[src/rtl/spc_pkg.sv]
package spc_pkg;

  // Default vertex coordinate width
  localparam int COORD_BITS_DEF = 12;

  // Configuration port
  localparam int CFG_DATA_W  = 16;
  localparam int CFG_INDEX_W = 2;
  localparam logic [CFG_INDEX_W-1:0] CFG_TARGET_SURFACE = 2'd0;
  localparam logic [CFG_INDEX_W-1:0] CFG_FILTER_ENABLE  = 2'd1;
  localparam logic [CFG_INDEX_W-1:0] CFG_COS_THRESHOLD  = 2'd2;

  localparam int SURFACE_W = 16;
  localparam int COS_W     = 16;
  localparam int COS_FRAC  = 15;

  localparam logic [SURFACE_W-1:0] TARGET_SURFACE_RST = 16'd0;
  localparam logic                 FILTER_ENABLE_RST  = 1'b0;
  localparam logic [COS_W-1:0]     COS_THRESHOLD_RST  = 16'sd32767;

  // Microprogram sequencing
  localparam int PROG_LEN = 26;
  localparam int STEP_W   = $clog2(PROG_LEN);

  typedef struct packed {
    logic [SURFACE_W-1:0]    target_surface;
    logic                    filter_enable;
    logic signed [COS_W-1:0] cos_threshold;
  } cfg_t;

  // Multiplier operand A sources
  typedef enum logic [3:0] {
    A_UX, A_UY, A_UZ, A_NX, A_NY, A_NZ, A_LEN_LO, A_LEN_HI,
    A_D_LO, A_D_HI, A_P0, A_P1, A_P2, A_P3
  } a_sel_t;

  // Multiplier operand B sources
  typedef enum logic [3:0] {
    B_VX, B_VY, B_VZ, B_NX, B_NY, B_NZ, B_RX, B_RY, B_RZ,
    B_RLEN_LO, B_RLEN_HI, B_D_LO, B_D_HI, B_CMAG
  } b_sel_t;

  // Accumulator store targets
  typedef enum logic [2:0] {
    ST_NONE, ST_NX, ST_NY, ST_NZ, ST_LEN, ST_D, ST_P, ST_D2
  } store_t;

  typedef struct packed {
    a_sel_t     a_sel;
    b_sel_t     b_sel;
    logic [1:0] shift;   // limb offset of the product in the accumulator
    logic       clr;     // start a new sum with this product
    logic       neg;     // subtract this product
    logic       acc_en;
    store_t     st;
    logic       ref_pt;  // squared length of the face normal is ready here
    logic       fin;
  } uop_t;

  typedef struct packed {
    uop_t op;
    logic capture;
    logic st_ref;
    logic emit;
  } cmd_t;

  typedef struct packed {
    logic kept;
    logic last;
    logic have_ref;
  } status_t;

  function automatic uop_t mk_op(a_sel_t a, b_sel_t b, logic [1:0] sh, logic clr,
                                 logic neg, store_t st);
    uop_t r;
    r.a_sel  = a;
    r.b_sel  = b;
    r.shift  = sh;
    r.clr    = clr;
    r.neg    = neg;
    r.acc_en = 1'b1;
    r.st     = st;
    r.ref_pt = 1'b0;
    r.fin    = 1'b0;
    return r;
  endfunction

  // Microprogram: a product passes the product register and then the accumulator
  // before a store can read it, so each store trails the last product of its sum.
  function automatic uop_t uop_at(logic [STEP_W-1:0] step);
    uop_t r;
    r = '0;
    unique case (step)
      // cross product n = u x v
      5'd0:  r = mk_op(A_UY, B_VZ, 2'd0, 1'b1, 1'b0, ST_NONE);
      5'd1:  r = mk_op(A_UZ, B_VY, 2'd0, 1'b0, 1'b1, ST_NONE);
      5'd2:  r = mk_op(A_UZ, B_VX, 2'd0, 1'b1, 1'b0, ST_NONE);
      5'd3:  r = mk_op(A_UX, B_VZ, 2'd0, 1'b0, 1'b1, ST_NX);
      5'd4:  r = mk_op(A_UX, B_VY, 2'd0, 1'b1, 1'b0, ST_NONE);
      5'd5:  r = mk_op(A_UY, B_VX, 2'd0, 1'b0, 1'b1, ST_NY);
      // squared length n.n
      5'd6:  r = mk_op(A_NX, B_NX, 2'd0, 1'b1, 1'b0, ST_NONE);
      5'd7:  r = mk_op(A_NY, B_NY, 2'd0, 1'b0, 1'b0, ST_NZ);
      5'd8:  r = mk_op(A_NZ, B_NZ, 2'd0, 1'b0, 1'b0, ST_NONE);
      // dot product with the reference
      5'd9:  r = mk_op(A_NX, B_RX, 2'd0, 1'b1, 1'b0, ST_NONE);
      5'd10: begin
        r = mk_op(A_NY, B_RY, 2'd0, 1'b0, 1'b0, ST_LEN);
        r.ref_pt = 1'b1;
      end
      5'd11: r = mk_op(A_NZ, B_RZ, 2'd0, 1'b0, 1'b0, ST_NONE);
      // length product, two limbs by two limbs
      5'd12: r = mk_op(A_LEN_LO, B_RLEN_LO, 2'd0, 1'b1, 1'b0, ST_NONE);
      5'd13: r = mk_op(A_LEN_LO, B_RLEN_HI, 2'd1, 1'b0, 1'b0, ST_D);
      5'd14: r = mk_op(A_LEN_HI, B_RLEN_LO, 2'd1, 1'b0, 1'b0, ST_NONE);
      5'd15: r = mk_op(A_LEN_HI, B_RLEN_HI, 2'd2, 1'b0, 1'b0, ST_NONE);
      // square of the dot magnitude
      5'd16: r = mk_op(A_D_LO, B_D_LO, 2'd0, 1'b1, 1'b0, ST_NONE);
      5'd17: r = mk_op(A_D_LO, B_D_HI, 2'd1, 1'b0, 1'b0, ST_P);
      5'd18: r = mk_op(A_D_HI, B_D_LO, 2'd1, 1'b0, 1'b0, ST_NONE);
      5'd19: r = mk_op(A_D_HI, B_D_HI, 2'd2, 1'b0, 1'b0, ST_NONE);
      // threshold magnitude times length product, four limbs
      5'd20: r = mk_op(A_P0, B_CMAG, 2'd0, 1'b1, 1'b0, ST_NONE);
      5'd21: r = mk_op(A_P1, B_CMAG, 2'd1, 1'b0, 1'b0, ST_D2);
      5'd22: r = mk_op(A_P2, B_CMAG, 2'd2, 1'b0, 1'b0, ST_NONE);
      5'd23: r = mk_op(A_P3, B_CMAG, 2'd3, 1'b0, 1'b0, ST_NONE);
      5'd24: r = '0;
      5'd25: begin
        r     = '0;
        r.fin = 1'b1;
      end
      default: r = '0;
    endcase
    return r;
  endfunction

endpackage

[src/rtl/spc_datapath.sv]
module spc_datapath #(
  parameter int COORD_BITS = spc_pkg::COORD_BITS_DEF
) (
  input  logic                              clk,
  input  logic                              rst,
  input  spc_pkg::cfg_t                     cfg,
  input  spc_pkg::cmd_t                     cmd,
  output spc_pkg::status_t                  st,
  input  logic [spc_pkg::SURFACE_W-1:0]     face_surface,
  input  logic signed [COORD_BITS-1:0]      p1_x,
  input  logic signed [COORD_BITS-1:0]      p1_y,
  input  logic signed [COORD_BITS-1:0]      p1_z,
  input  logic signed [COORD_BITS-1:0]      p2_x,
  input  logic signed [COORD_BITS-1:0]      p2_y,
  input  logic signed [COORD_BITS-1:0]      p2_z,
  input  logic signed [COORD_BITS-1:0]      p3_x,
  input  logic signed [COORD_BITS-1:0]      p3_y,
  input  logic signed [COORD_BITS-1:0]      p3_z,
  input  logic                              last_face,
  output logic                              is_planar
);

  localparam int DW    = COORD_BITS + 1;      // edge vector component
  localparam int MW    = 2 * COORD_BITS + 2;  // normal component, limb width
  localparam int MOW   = MW + 1;              // signed multiplier operand
  localparam int LW    = 2 * MW;              // dot product magnitude
  localparam int PW    = 4 * MW;              // squared products
  localparam int ACC_W = 8 * COORD_BITS + 25;
  localparam int CM_W  = spc_pkg::COS_W + 1;

  // Face registers
  logic signed [DW-1:0] ux, uy, uz, vx, vy, vz;
  logic                 kept, last;

  // Working registers
  logic signed [MW-1:0] nx, ny, nz;
  logic [LW-1:0]        len;
  logic [LW-1:0]        dmag;
  logic                 dneg;
  logic [PW-1:0]        plen;
  logic [PW-1:0]        d2;

  // Reference and flags
  logic signed [MW-1:0] ref_x, ref_y, ref_z;
  logic [LW-1:0]        ref_len;
  logic                 have_ref;
  logic                 dev;

  // Multiply-accumulate
  logic signed [MOW-1:0]   opa, opb;
  logic signed [2*MOW-1:0] prod;
  logic signed [ACC_W-1:0] acc, acc_next, term, shifted;
  logic [1:0]              shift_q;
  logic                    clr_q, neg_q, acc_en_q;

  // Threshold magnitude and verdict compare
  logic signed [CM_W-1:0] cos_ext;
  logic [CM_W-1:0]        cmag;
  logic                   cneg;
  logic [ACC_W-1:0]       amag, bmag;
  logic                   dev_now;

  assign st.kept     = kept;
  assign st.last     = last;
  assign st.have_ref = have_ref;

  // Capture the edge vectors of an accepted face
  always_ff @(posedge clk) begin
    if (cmd.capture) begin
      ux   <= DW'(p2_x) - DW'(p1_x);
      uy   <= DW'(p2_y) - DW'(p1_y);
      uz   <= DW'(p2_z) - DW'(p1_z);
      vx   <= DW'(p3_x) - DW'(p1_x);
      vy   <= DW'(p3_y) - DW'(p1_y);
      vz   <= DW'(p3_z) - DW'(p1_z);
      kept <= !cfg.filter_enable || (face_surface == cfg.target_surface);
      last <= last_face;
    end
  end

  assign cos_ext = CM_W'(cfg.cos_threshold);
  assign cneg    = cfg.cos_threshold[spc_pkg::COS_W-1];
  assign cmag    = cneg ? CM_W'(-cos_ext) : CM_W'(cos_ext);

  // Select operand A
  always_comb begin
    case (cmd.op.a_sel)
      spc_pkg::A_UX:     opa = MOW'(ux);
      spc_pkg::A_UY:     opa = MOW'(uy);
      spc_pkg::A_UZ:     opa = MOW'(uz);
      spc_pkg::A_NX:     opa = MOW'(nx);
      spc_pkg::A_NY:     opa = MOW'(ny);
      spc_pkg::A_NZ:     opa = MOW'(nz);
      spc_pkg::A_LEN_LO: opa = MOW'(len[MW-1:0]);
      spc_pkg::A_LEN_HI: opa = MOW'(len[LW-1:MW]);
      spc_pkg::A_D_LO:   opa = MOW'(dmag[MW-1:0]);
      spc_pkg::A_D_HI:   opa = MOW'(dmag[LW-1:MW]);
      spc_pkg::A_P0:     opa = MOW'(plen[MW-1:0]);
      spc_pkg::A_P1:     opa = MOW'(plen[2*MW-1:MW]);
      spc_pkg::A_P2:     opa = MOW'(plen[3*MW-1:2*MW]);
      spc_pkg::A_P3:     opa = MOW'(plen[4*MW-1:3*MW]);
      default:           opa = '0;
    endcase
  end

  // Select operand B
  always_comb begin
    case (cmd.op.b_sel)
      spc_pkg::B_VX:      opb = MOW'(vx);
      spc_pkg::B_VY:      opb = MOW'(vy);
      spc_pkg::B_VZ:      opb = MOW'(vz);
      spc_pkg::B_NX:      opb = MOW'(nx);
      spc_pkg::B_NY:      opb = MOW'(ny);
      spc_pkg::B_NZ:      opb = MOW'(nz);
      spc_pkg::B_RX:      opb = MOW'(ref_x);
      spc_pkg::B_RY:      opb = MOW'(ref_y);
      spc_pkg::B_RZ:      opb = MOW'(ref_z);
      spc_pkg::B_RLEN_LO: opb = MOW'(ref_len[MW-1:0]);
      spc_pkg::B_RLEN_HI: opb = MOW'(ref_len[LW-1:MW]);
      spc_pkg::B_D_LO:    opb = MOW'(dmag[MW-1:0]);
      spc_pkg::B_D_HI:    opb = MOW'(dmag[LW-1:MW]);
      spc_pkg::B_CMAG:    opb = MOW'(cmag);
      default:            opb = '0;
    endcase
  end

  // Register the product with its accumulate controls
  always_ff @(posedge clk) begin
    prod    <= opa * opb;
    shift_q <= cmd.op.shift;
    clr_q   <= cmd.op.clr;
    neg_q   <= cmd.op.neg;
  end

  always_ff @(posedge clk) begin
    if (rst) begin
      acc_en_q <= 1'b0;
    end else begin
      acc_en_q <= cmd.op.acc_en;
    end
  end

  // Align the product to its limb and add it in
  assign term = ACC_W'(prod);

  always_comb begin
    case (shift_q)
      2'd0:    shifted = term;
      2'd1:    shifted = term << MW;
      2'd2:    shifted = term << (2 * MW);
      default: shifted = term << (3 * MW);
    endcase
    if (clr_q) begin
      acc_next = neg_q ? -shifted : shifted;
    end else begin
      acc_next = neg_q ? acc - shifted : acc + shifted;
    end
  end

  always_ff @(posedge clk) begin
    if (acc_en_q) begin
      acc <= acc_next;
    end
  end

  // Store finished sums
  always_ff @(posedge clk) begin
    case (cmd.op.st)
      spc_pkg::ST_NX:  nx   <= acc[MW-1:0];
      spc_pkg::ST_NY:  ny   <= acc[MW-1:0];
      spc_pkg::ST_NZ:  nz   <= acc[MW-1:0];
      spc_pkg::ST_LEN: len  <= acc[LW-1:0];
      spc_pkg::ST_D: begin
        dneg <= acc[ACC_W-1];
        dmag <= acc[ACC_W-1] ? LW'(-acc) : LW'(acc);
      end
      spc_pkg::ST_P:   plen <= acc[PW-1:0];
      spc_pkg::ST_D2:  d2   <= acc[PW-1:0];
      default: ;
    endcase
  end

  // Capture the reference normal from the first kept face
  always_ff @(posedge clk) begin
    if (cmd.st_ref) begin
      ref_x   <= nx;
      ref_y   <= ny;
      ref_z   <= nz;
      ref_len <= acc[LW-1:0];
    end
  end

  // Signed compare of d*|d|*2^15 against c*|n|^2*|r|^2 by magnitudes
  assign amag = ACC_W'(d2) << spc_pkg::COS_FRAC;
  assign bmag = acc;

  always_comb begin
    if (dneg) begin
      dev_now = cneg ? (bmag < amag) : 1'b1;
    end else begin
      dev_now = !cneg && (amag < bmag);
    end
  end

  // Hold the reference and sticky deviation flags until the verdict
  always_ff @(posedge clk) begin
    if (rst) begin
      have_ref <= 1'b0;
      dev      <= 1'b0;
    end else if (cmd.emit) begin
      have_ref <= 1'b0;
      dev      <= 1'b0;
    end else begin
      if (cmd.st_ref) begin
        have_ref <= 1'b1;
      end
      if (cmd.op.fin && dev_now) begin
        dev <= 1'b1;
      end
    end
  end

  // Result register
  always_ff @(posedge clk) begin
    if (cmd.emit) begin
      is_planar <= !dev;
    end
  end

endmodule

[src/rtl/spc_controller.sv]
module spc_controller (
  input  logic             clk,
  input  logic             rst,
  input  logic             face_valid,
  output logic             face_ready,
  output logic             result_valid,
  input  logic             result_ready,
  input  spc_pkg::status_t st,
  output spc_pkg::cmd_t    cmd
);

  typedef enum logic [2:0] {
    S_IDLE = 3'b001,
    S_RUN  = 3'b010,
    S_DONE = 3'b100
  } state_t;

  localparam logic [spc_pkg::STEP_W-1:0] LAST_STEP = spc_pkg::STEP_W'(spc_pkg::PROG_LEN - 1);

  state_t                      state, state_next;
  logic [spc_pkg::STEP_W-1:0]  step, step_next;
  spc_pkg::uop_t               op;

  assign op         = spc_pkg::uop_at(step);
  assign face_ready = (state == S_IDLE);

  // Sequence one face through the microprogram
  always_comb begin
    state_next = state;
    step_next  = step;
    cmd        = '0;
    unique case (state)
      S_IDLE: begin
        if (face_valid) begin
          cmd.capture = 1'b1;
          step_next   = '0;
          state_next  = S_RUN;
        end
      end
      S_RUN: begin
        if (!st.kept) begin
          state_next = S_DONE;
        end else begin
          cmd.op     = op;
          cmd.st_ref = op.ref_pt && !st.have_ref;
          if ((op.ref_pt && !st.have_ref) || op.fin) begin
            state_next = S_DONE;
          end else begin
            step_next = step + 1'b1;
          end
        end
      end
      S_DONE: begin
        if (!st.last) begin
          state_next = S_IDLE;
        end else if (!result_valid || result_ready) begin
          cmd.emit   = 1'b1;
          state_next = S_IDLE;
        end
      end
      default: state_next = S_IDLE;
    endcase
  end

  always_ff @(posedge clk) begin
    if (rst) begin
      state <= S_IDLE;
      step  <= '0;
    end else begin
      state <= state_next;
      step  <= step_next;
    end
  end

  // Hold the result until its transaction completes
  always_ff @(posedge clk) begin
    if (rst) begin
      result_valid <= 1'b0;
    end else if (cmd.emit) begin
      result_valid <= 1'b1;
    end else if (result_ready) begin
      result_valid <= 1'b0;
    end
  end

  // A verdict never overwrites a result still waiting
  a_emit_free: assert property (@(posedge clk) disable iff (rst)
    cmd.emit |-> (!result_valid || result_ready))
    else $error("verdict issued while result slot busy");

  // The step counter stays inside the microprogram
  a_step_range: assert property (@(posedge clk) disable iff (rst)
    (state == S_RUN) |-> (step <= LAST_STEP))
    else $error("step counter ran past the microprogram");

  // A compare only runs against a captured reference
  a_cmp_ref: assert property (@(posedge clk) disable iff (rst)
    cmd.op.fin |-> st.have_ref)
    else $error("compare issued without a reference");

  // A skipped face issues no arithmetic and finishes next cycle
  a_skip: assert property (@(posedge clk) disable iff (rst)
    (state == S_RUN && !st.kept) |=> (state == S_DONE && !$past(cmd.op.acc_en)))
    else $error("skipped face was processed");

endmodule

[src/rtl/surface_planarity_check.sv]
// Channel  | handshake                  | payload
// face     | face_valid / face_ready    | face_surface, p1_x..p3_z, last_face
// result   | result_valid / result_ready| is_planar
// config   | cfg_wr_en                  | cfg_index, cfg_wr_data
//
// A skipped face issues no products, the first kept face stops at the reference step
// and every later kept face runs to the end: one shared signed multiplier steps
// through a 26-step microprogram, at most one partial product per cycle.
// Reset (rst, synchronous) clears the reference, the deviation flag and the
// result slot; the registers return to their defaults.
// A waiting result blocks only a final face, which holds until the slot empties.
module surface_planarity_check #(
  parameter int COORD_BITS = spc_pkg::COORD_BITS_DEF
) (
  input  logic                              clk,
  input  logic                              rst,
  input  logic                              cfg_wr_en,
  input  logic [spc_pkg::CFG_INDEX_W-1:0]   cfg_index,
  input  logic [spc_pkg::CFG_DATA_W-1:0]    cfg_wr_data,
  input  logic                              face_valid,
  output logic                              face_ready,
  input  logic [spc_pkg::SURFACE_W-1:0]     face_surface,
  input  logic signed [COORD_BITS-1:0]      p1_x,
  input  logic signed [COORD_BITS-1:0]      p1_y,
  input  logic signed [COORD_BITS-1:0]      p1_z,
  input  logic signed [COORD_BITS-1:0]      p2_x,
  input  logic signed [COORD_BITS-1:0]      p2_y,
  input  logic signed [COORD_BITS-1:0]      p2_z,
  input  logic signed [COORD_BITS-1:0]      p3_x,
  input  logic signed [COORD_BITS-1:0]      p3_y,
  input  logic signed [COORD_BITS-1:0]      p3_z,
  input  logic                              last_face,
  output logic                              result_valid,
  input  logic                              result_ready,
  output logic                              is_planar
);

  spc_pkg::cfg_t    cfg;
  spc_pkg::cmd_t    cmd;
  spc_pkg::status_t st;

  // Decode configuration writes
  always_ff @(posedge clk) begin
    if (rst) begin
      cfg.target_surface <= spc_pkg::TARGET_SURFACE_RST;
      cfg.filter_enable  <= spc_pkg::FILTER_ENABLE_RST;
      cfg.cos_threshold  <= spc_pkg::COS_THRESHOLD_RST;
    end else if (cfg_wr_en) begin
      unique case (cfg_index)
        spc_pkg::CFG_TARGET_SURFACE: cfg.target_surface <= cfg_wr_data;
        spc_pkg::CFG_FILTER_ENABLE:  cfg.filter_enable  <= cfg_wr_data[0];
        spc_pkg::CFG_COS_THRESHOLD:  cfg.cos_threshold  <= cfg_wr_data;
        default: ;
      endcase
    end
  end

  spc_controller u_ctrl (
    .clk          (clk),
    .rst          (rst),
    .face_valid   (face_valid),
    .face_ready   (face_ready),
    .result_valid (result_valid),
    .result_ready (result_ready),
    .st           (st),
    .cmd          (cmd)
  );

  spc_datapath #(
    .COORD_BITS (COORD_BITS)
  ) u_dp (
    .clk          (clk),
    .rst          (rst),
    .cfg          (cfg),
    .cmd          (cmd),
    .st           (st),
    .face_surface (face_surface),
    .p1_x         (p1_x),
    .p1_y         (p1_y),
    .p1_z         (p1_z),
    .p2_x         (p2_x),
    .p2_y         (p2_y),
    .p2_z         (p2_z),
    .p3_x         (p3_x),
    .p3_y         (p3_y),
    .p3_z         (p3_z),
    .last_face    (last_face),
    .is_planar    (is_planar)
  );

endmodule

[config.mk]
export PLATFORM = sky130hd
export DESIGN_NAME = surface_planarity_check
export DESIGN_NICKNAME = d
export VERILOG_FILES = /design/src/rtl/spc_pkg.sv /design/src/rtl/spc_datapath.sv /design/src/rtl/spc_controller.sv /design/src/rtl/surface_planarity_check.sv
export SDC_FILE = /design/constraint.sdc
export NUM_CORES = 2
export LEC_CHECK = 0
export ABC_AREA = 1
export BUFFER_PORTS_ARGS = -buffer_cell sky130_fd_sc_hd__clkbuf_2
export CAP_MARGIN = 20
export CORE_MARGIN = 8
export CORE_UTILIZATION = 43
export DETAILED_ROUTE_END_ITERATION = 12
export SETUP_SLACK_MARGIN = 0.15
export SLEW_MARGIN = 10
export SYNTH_ARGS = -nofsm -noshare
export SYNTH_HDL_FRONTEND = slang
export SYNTH_SLANG_ARGS = --single-unit
[constraint.sdc]
create_clock -name clk -period 15.3 [get_ports clk]
set_clock_uncertainty 0.05 [all_clocks]
set_input_delay 0.765 -clock clk [delete_from_list [all_inputs] [get_ports clk]]
set_output_delay 0.765 -clock clk [all_outputs]
set_load 0.05 [all_outputs]
# --- Word level (Yosys, flattened, before mapping) ---
# Memories as Yosys holds them, arrays and structs flattened. A register that Yosys moved wholly into a read port is not among the register bits.
# Index checks and enable logic that the tools add are counted.
op_classes:
  muxes: 33
  mul: 1
  n_addsub: 12
  magnitude_cmp: 2
  bitwise_logic: 2
  reduce_logical: 25
  eq_ne: 46
op_table:
  columns: ["cell", "n"]
  rows:
  - ["$pmux W27 S14", 2]
  - ["$mux W121", 3]
  - ["$pmux W121 S3", 1]
  - ["$add A121 B121 Y121", 1]
  - ["$lt A119 B121 Y1", 1]
  - ["$lt A121 B119 Y1", 1]
  - ["$neg A121 Y121", 1]
  - ["$sub A121 B121 Y121", 1]
  - ["$sub A12 B12 Y13", 6]
  - ["$mul A27 B27 Y54", 1]
  - ["$mux W52", 1]
  - ["$neg A52 Y52", 1]
  - ["$eq A4 B4 Y1 const B", 12]
  - ["$mux W18", 2]
  - ["$eq A4 B3 Y1 const B", 8]
  - ["$mux W5", 5]
  - ["$mux W17", 1]
  - ["$neg A16 Y17", 1]
  - ["$eq A16 B16 Y1", 1]
  - ["$eq A4 B2 Y1 const B", 4]
  - ["$eq A3 B3 Y1 const B", 5]
  - ["$mux W3", 5]
  - ["$mux W1", 11]
  - ["$pmux W5 S2", 1]
  - ["22 further kinds", 45]
word_totals:
  mem_bits_ro: 576
  mem_count: 1
  regBits: 826
  inputBits: 148
memory_table:
  columns: ["memory", "words", "width", "read_ports", "rd_ports_with_merged_regs", "write_ports", "line", "text"]
  rows:
  - ["(name not given)", 32, 18, 1, 1, 0, "spc_pkg.sv:93", "unique case (step)"]

# --- Logic depth before layout (Yosys ltp) ---
depth:
  depth_word: 8
  depth_mapped: 47

# --- Modules after synthesis ---
# From an unflattened synthesis, not the netlist that was laid out.
hier_totals:
  cells_unflattened: 10467
  area_unflattened_um2: 83804.1
modules_own_cells:
  columns: ["mod", "cells_per_inst", "n_inst", "area_each_um2"]
  rows:
  - ["spc_datapath", 10043, 1, 80810.0]
  - ["spc_controller", 235, 1, 1602.8]
  - ["surface_planarity_check", 189, 1, 1391.3]

# --- Least setup slack after synthesis ---
# No wires, ideal clock.
synth_path:
  kind: "flip-flop to flip-flop"
  start: "reg u_ctrl.state[2]"
  end: "reg u_dp.prod[49]"
  path_slack_ns: 7.026
  required_ns: 15.178
  stages_incl_launch_ff: 35
  setup_time_ns: 0.072
  arrival_time_ns: 8.152
  synth_period_minus_slack_ns: 8.274
  n_path_buf: 2
  path_cell_list: "dfxtp_1 > inv_1 > nand3_2 > nor2_2 > buf_4 > o21ai_1 > nand2_1 > inv_1 > nand2_1 > nand2_1 > or4_1 > nor2_1 > inv_2 > clkbuf_1 > nand2_1 > fa_1 > inv_1 > fa_1 > inv_1 > fa_1 > inv_1 > fa_1 > fa_1 > fa_1 > inv_1 > fa_1 > inv_1 > ha_1 > nand2_1 > nor2_1 > nand2_1 > nor4_1 > nand3_1 > o211ai_1 > xor2_1"
synth_via:
  elab_chain_len: 5
  word_cells_on_any_way: 33
synth_lines:
  columns: ["element", "line", "text"]
  rows:
  - ["start: declaration", "spc_controller.sv:20", "state_t state, state_next;"]
  - ["start signal: assignment", "spc_controller.sv:70", "state <= state_next;"]
  - ["$eq A3 B2 Y1 (*)", "spc_controller.sv:32", "unique case (state)"]
  - ["$mux W18 (*)", "spc_controller.sv:32", null]
  - ["$eq A4 B4 Y1, or another cell as far along", "spc_datapath.sv:87", "case (cmd.op.a_sel)"]
  - ["$pmux W27 S14 (on tied branches)", "spc_datapath.sv:87, spc_datapath.sv:108", null]
  - ["$mul A27 B27 Y54 (*)", "spc_datapath.sv:129", "prod <= opa * opb;"]
  - ["end signal: assignment", "spc_datapath.sv:129", null]
  - ["end: declaration", "spc_datapath.sv:51", "logic signed [2*MOW-1:0] prod;"]
# Every way passes the cells marked *; elsewhere a longest branch is shown, timed or not.
# A chain may end at the register's enable or synchronous reset.

# --- Final worst setup path ---
layout_path:
  start: "reg u_ctrl.state[2]"
  end: "reg u_dp.prod[48]"
# The elaborated chain is that of the path after synthesis.

==> impl_metrics.py <==
metrics = {
    "logic_synthesis": {
        "async_flop_share_pct": 0,
        "synthCells": 10300,
        "ys_top_cells_by_area": "edfxtp_1 26%, fa_1 19%, inv_1 9.1%",
        "synthDistinctLibCells": 68,
        "yosysTopAreaCell": "edfxtp_1",
        "yosysWarnings": 0,
        "ys_ff_latch": 844,
        "yosysSeqAreaShare_pct": 29.2,
        "synth_top_cell_area_share_pct": 26.3,
        "synth_most_common_cell": "inv_1",
        "synth-main-ff-cell": "edfxtp_1",
        "synth_edf_count": 723,
        "avgSynthCellArea_um2": 8.02,
        "synth_fp_nets": 11700,
        "synthesis.area_um2": 82600,
        "synth_common_cells": "1994 x inv_1, 1971 x nand2_1, 1212 x nor2_1",
    },
    "grt": {
        "overflow": 0,
        "grt_pass1_vias": 75200,
        "antenna_found_initial": 13,
        "grt_first_pass_wirelength_mm": 550,
        "grt_max_degree": 83,
        "grt.total_usage_pct": 37.2,
    },
    "outcome": {
        "status": "complete, no violations",
    },
    "clock_tree": {
        "path_clk_slew_ns": 0.06,
        "insertion_delay_ns": 0.78,
        "cts-resized-gates": 0,
        "numCtsBuffers": 98,
        "cts_buffer_depth": 3,
        "postCtsHoldBufs": 0,
        "postCtsSetupBuffers": 0,
        "root_buffer": "clkbuf_16",
        "clkSinkCount": 844,
        "cts_tree": "built",
        "htreeDepth": 3,
    },
    "floorplanning": {
        "die_x_um": 454,
        "start_util_pct": 43.1,
        "coreArea_um2": 192000,
        "fp.dieArea_um2": 206000,
        "rows": 161,
        "die_y_um": 454,
        "ios": 151,
    },
    "sta": {
        "period_needed_ns": 11.14,
        "hold_violations": 0,
        "fmax_mhz": 89.8,
        "tns_ns": 0,
        "slew_headroom_pct": 12.3,
        "tightest_slew_ns": 1.31,
        "drv_slew": 0,
        "fin_crit_sh_pct": 72.8,
        "rsz0062_at_grt": "no",
        "finalSetupViolCount": 0,
    },
    "layout": {
        "num-fill-cells": 19200,
        "area_growth_pct": 8.85,
        "stdcell_area_um2": 90000,
        "nets": 11800,
        "final_layout_size_suffix_gt1_share_pct": 5.66,
    },
    "placed_design": {
        "place_hpwl_mm": 322,
        "place.gp.congestion": 1.07,
        "place_area_um2": 86500,
        "numPortBuffers": 150,
    },
    "detailed_routing": {
        "firstDrtPassIters": 9,
        "wl_per_cell_um": 30.0,
        "vias": 74700,
        "ant_nets": 0,
        "drt_iter0_drc": 8334,
        "wirelength_mm": 390,
        "viasPerCell": 5.73,
        "drc": 0,
    },
    "setup_path": {
        "crit_path_max_fanout": 16,
        "worst-setup-path-type": "reg -> reg",
        "worst_setup_path_end_kind": "flop",
        "slowest_stage": "nor2_1",
        "critPathMaxStageDelay_ns": 0.92,
        "crit_top_cell": "nand2_1",
        "cp.required_ns": 15.86,
        "rrSetupSlack_ns": 4.16,
        "cp-start-kind": "flop",
        "crit_arrival_ns": 11.70,
    },
    "flow_run": {
        "maxCapViolCount": 0,
    },
    "min_path": {
        "hp-class": "in -> reg",
    },
}
-- final timing paths --
kind                                      end  cells after the start            start
worst min-delay path                u_dp.last                      1        last_face
worst min register to register     u_dp.clr_q                      2     u_ctrl.op[7]
worst max-delay path            u_dp.prod[48]                     38  u_ctrl.state[2]
worst max register to register  u_dp.prod[48]                     38  u_ctrl.state[2]
-- flip-flops by register name (all words and copies together), names as in the netlist, 33 cells and up --
register      count
u_dp.acc        121
u_dp.d2         104
u_dp.plen       104
u_dp.prod        54
u_dp.dmag        52
u_dp.len         52
u_dp.ref_len     52
cfg              33
-- metal layers --
metal	vias up	track usage (%)	wire [um]	part of all wire (%)
li1	33200	-	-	-
met1	36600	44.0	143000	37
met2	3944	61.4	181000	46
met3	964	6.42	31400	8.0
met4	4	26.6	35500	9.1
met5	-	0	21	0.0054
-- critical path: cells and delay by family, from the launching register on --
kind / cells / cell delay (ns)
fa+ha+maj: 8 / 4.46
simple gates: 17 / 2.84
buf+inv: 10 / 2.22
compound gates: 2 / 0.91
flops: 1 / 0.32
xor+xnor: 1 / 0.15
-- final cells by class --
type,instances,area (um^2),area share (%)
Multi-Input combinational cell,7130,49800,55.3
Tap cell,2526,3160,3.51
Antenna cell,11,27.5,0.0306
Inverter,2047,7690,8.55
Timing Repair Buffer,282,1760,1.96
Clock buffer,117,2550,2.84
Sequential cell,844,24100,26.8
Clock inverter,67,836,0.929
-- cells in the final DEF, fill, tap and decap left out, drive strengths merged, types with 22 or more instances in the layout --
master,synthesis,layout
inv,2034,2038
nand2,1982,1982
nor2,1238,1238
fa,768,768
edfxtp,723,723
o21ai,650,650
a21oi,526,526
ha,466,466
nand3,423,423
clkbuf,160,267
xor2,209,209
buf,120,132
nand4,127,127
dfxtp,121,121
nor3,102,102
xnor2,93,93
o211ai,64,64
clkinv,13,59
a221oi,55,55
o22ai,49,49
o21bai,43,43
a22o,39,39
nor4,39,39
a31oi,31,31
or2,28,28
a21o,25,25
nand3b,24,24
a21boi,22,22
-- per-stage QoR --
step	std cells	utilization (%)	worst slack [ns]	hold WS, ns
after global routing	13000	46.9	3.46	0.134
final	13000	46.9	4.16	0.147
after CTS	13000	46.9	4.25	0.0951
after global placement	12800	45.1	4.44	0.355
after detailed placement	12800	45.1	4.37	0.346
after floorplan	10300	-	7.03	0.344
-- logic make-up after synthesis --
| logic type | after synthesis | share of synthesized area (%) |
|---|---|---|
| xor gates and xnor gates | 302 | 3.20 |
| buffers and inverters | 2327 | 10.8 |
| and+or+nand+nor | 3988 | 20.0 |
| AOI/OAI and AO/OA | 1602 | 11.1 |
| DFF | 844 | 29.2 |
| muxes | 4 | 0.0484 |
| adders and majority gates | 1234 | 25.7 |
Power is not shown: default switching activity piles up to over one toggle a cycle in this logic, so the estimate is an artifact.
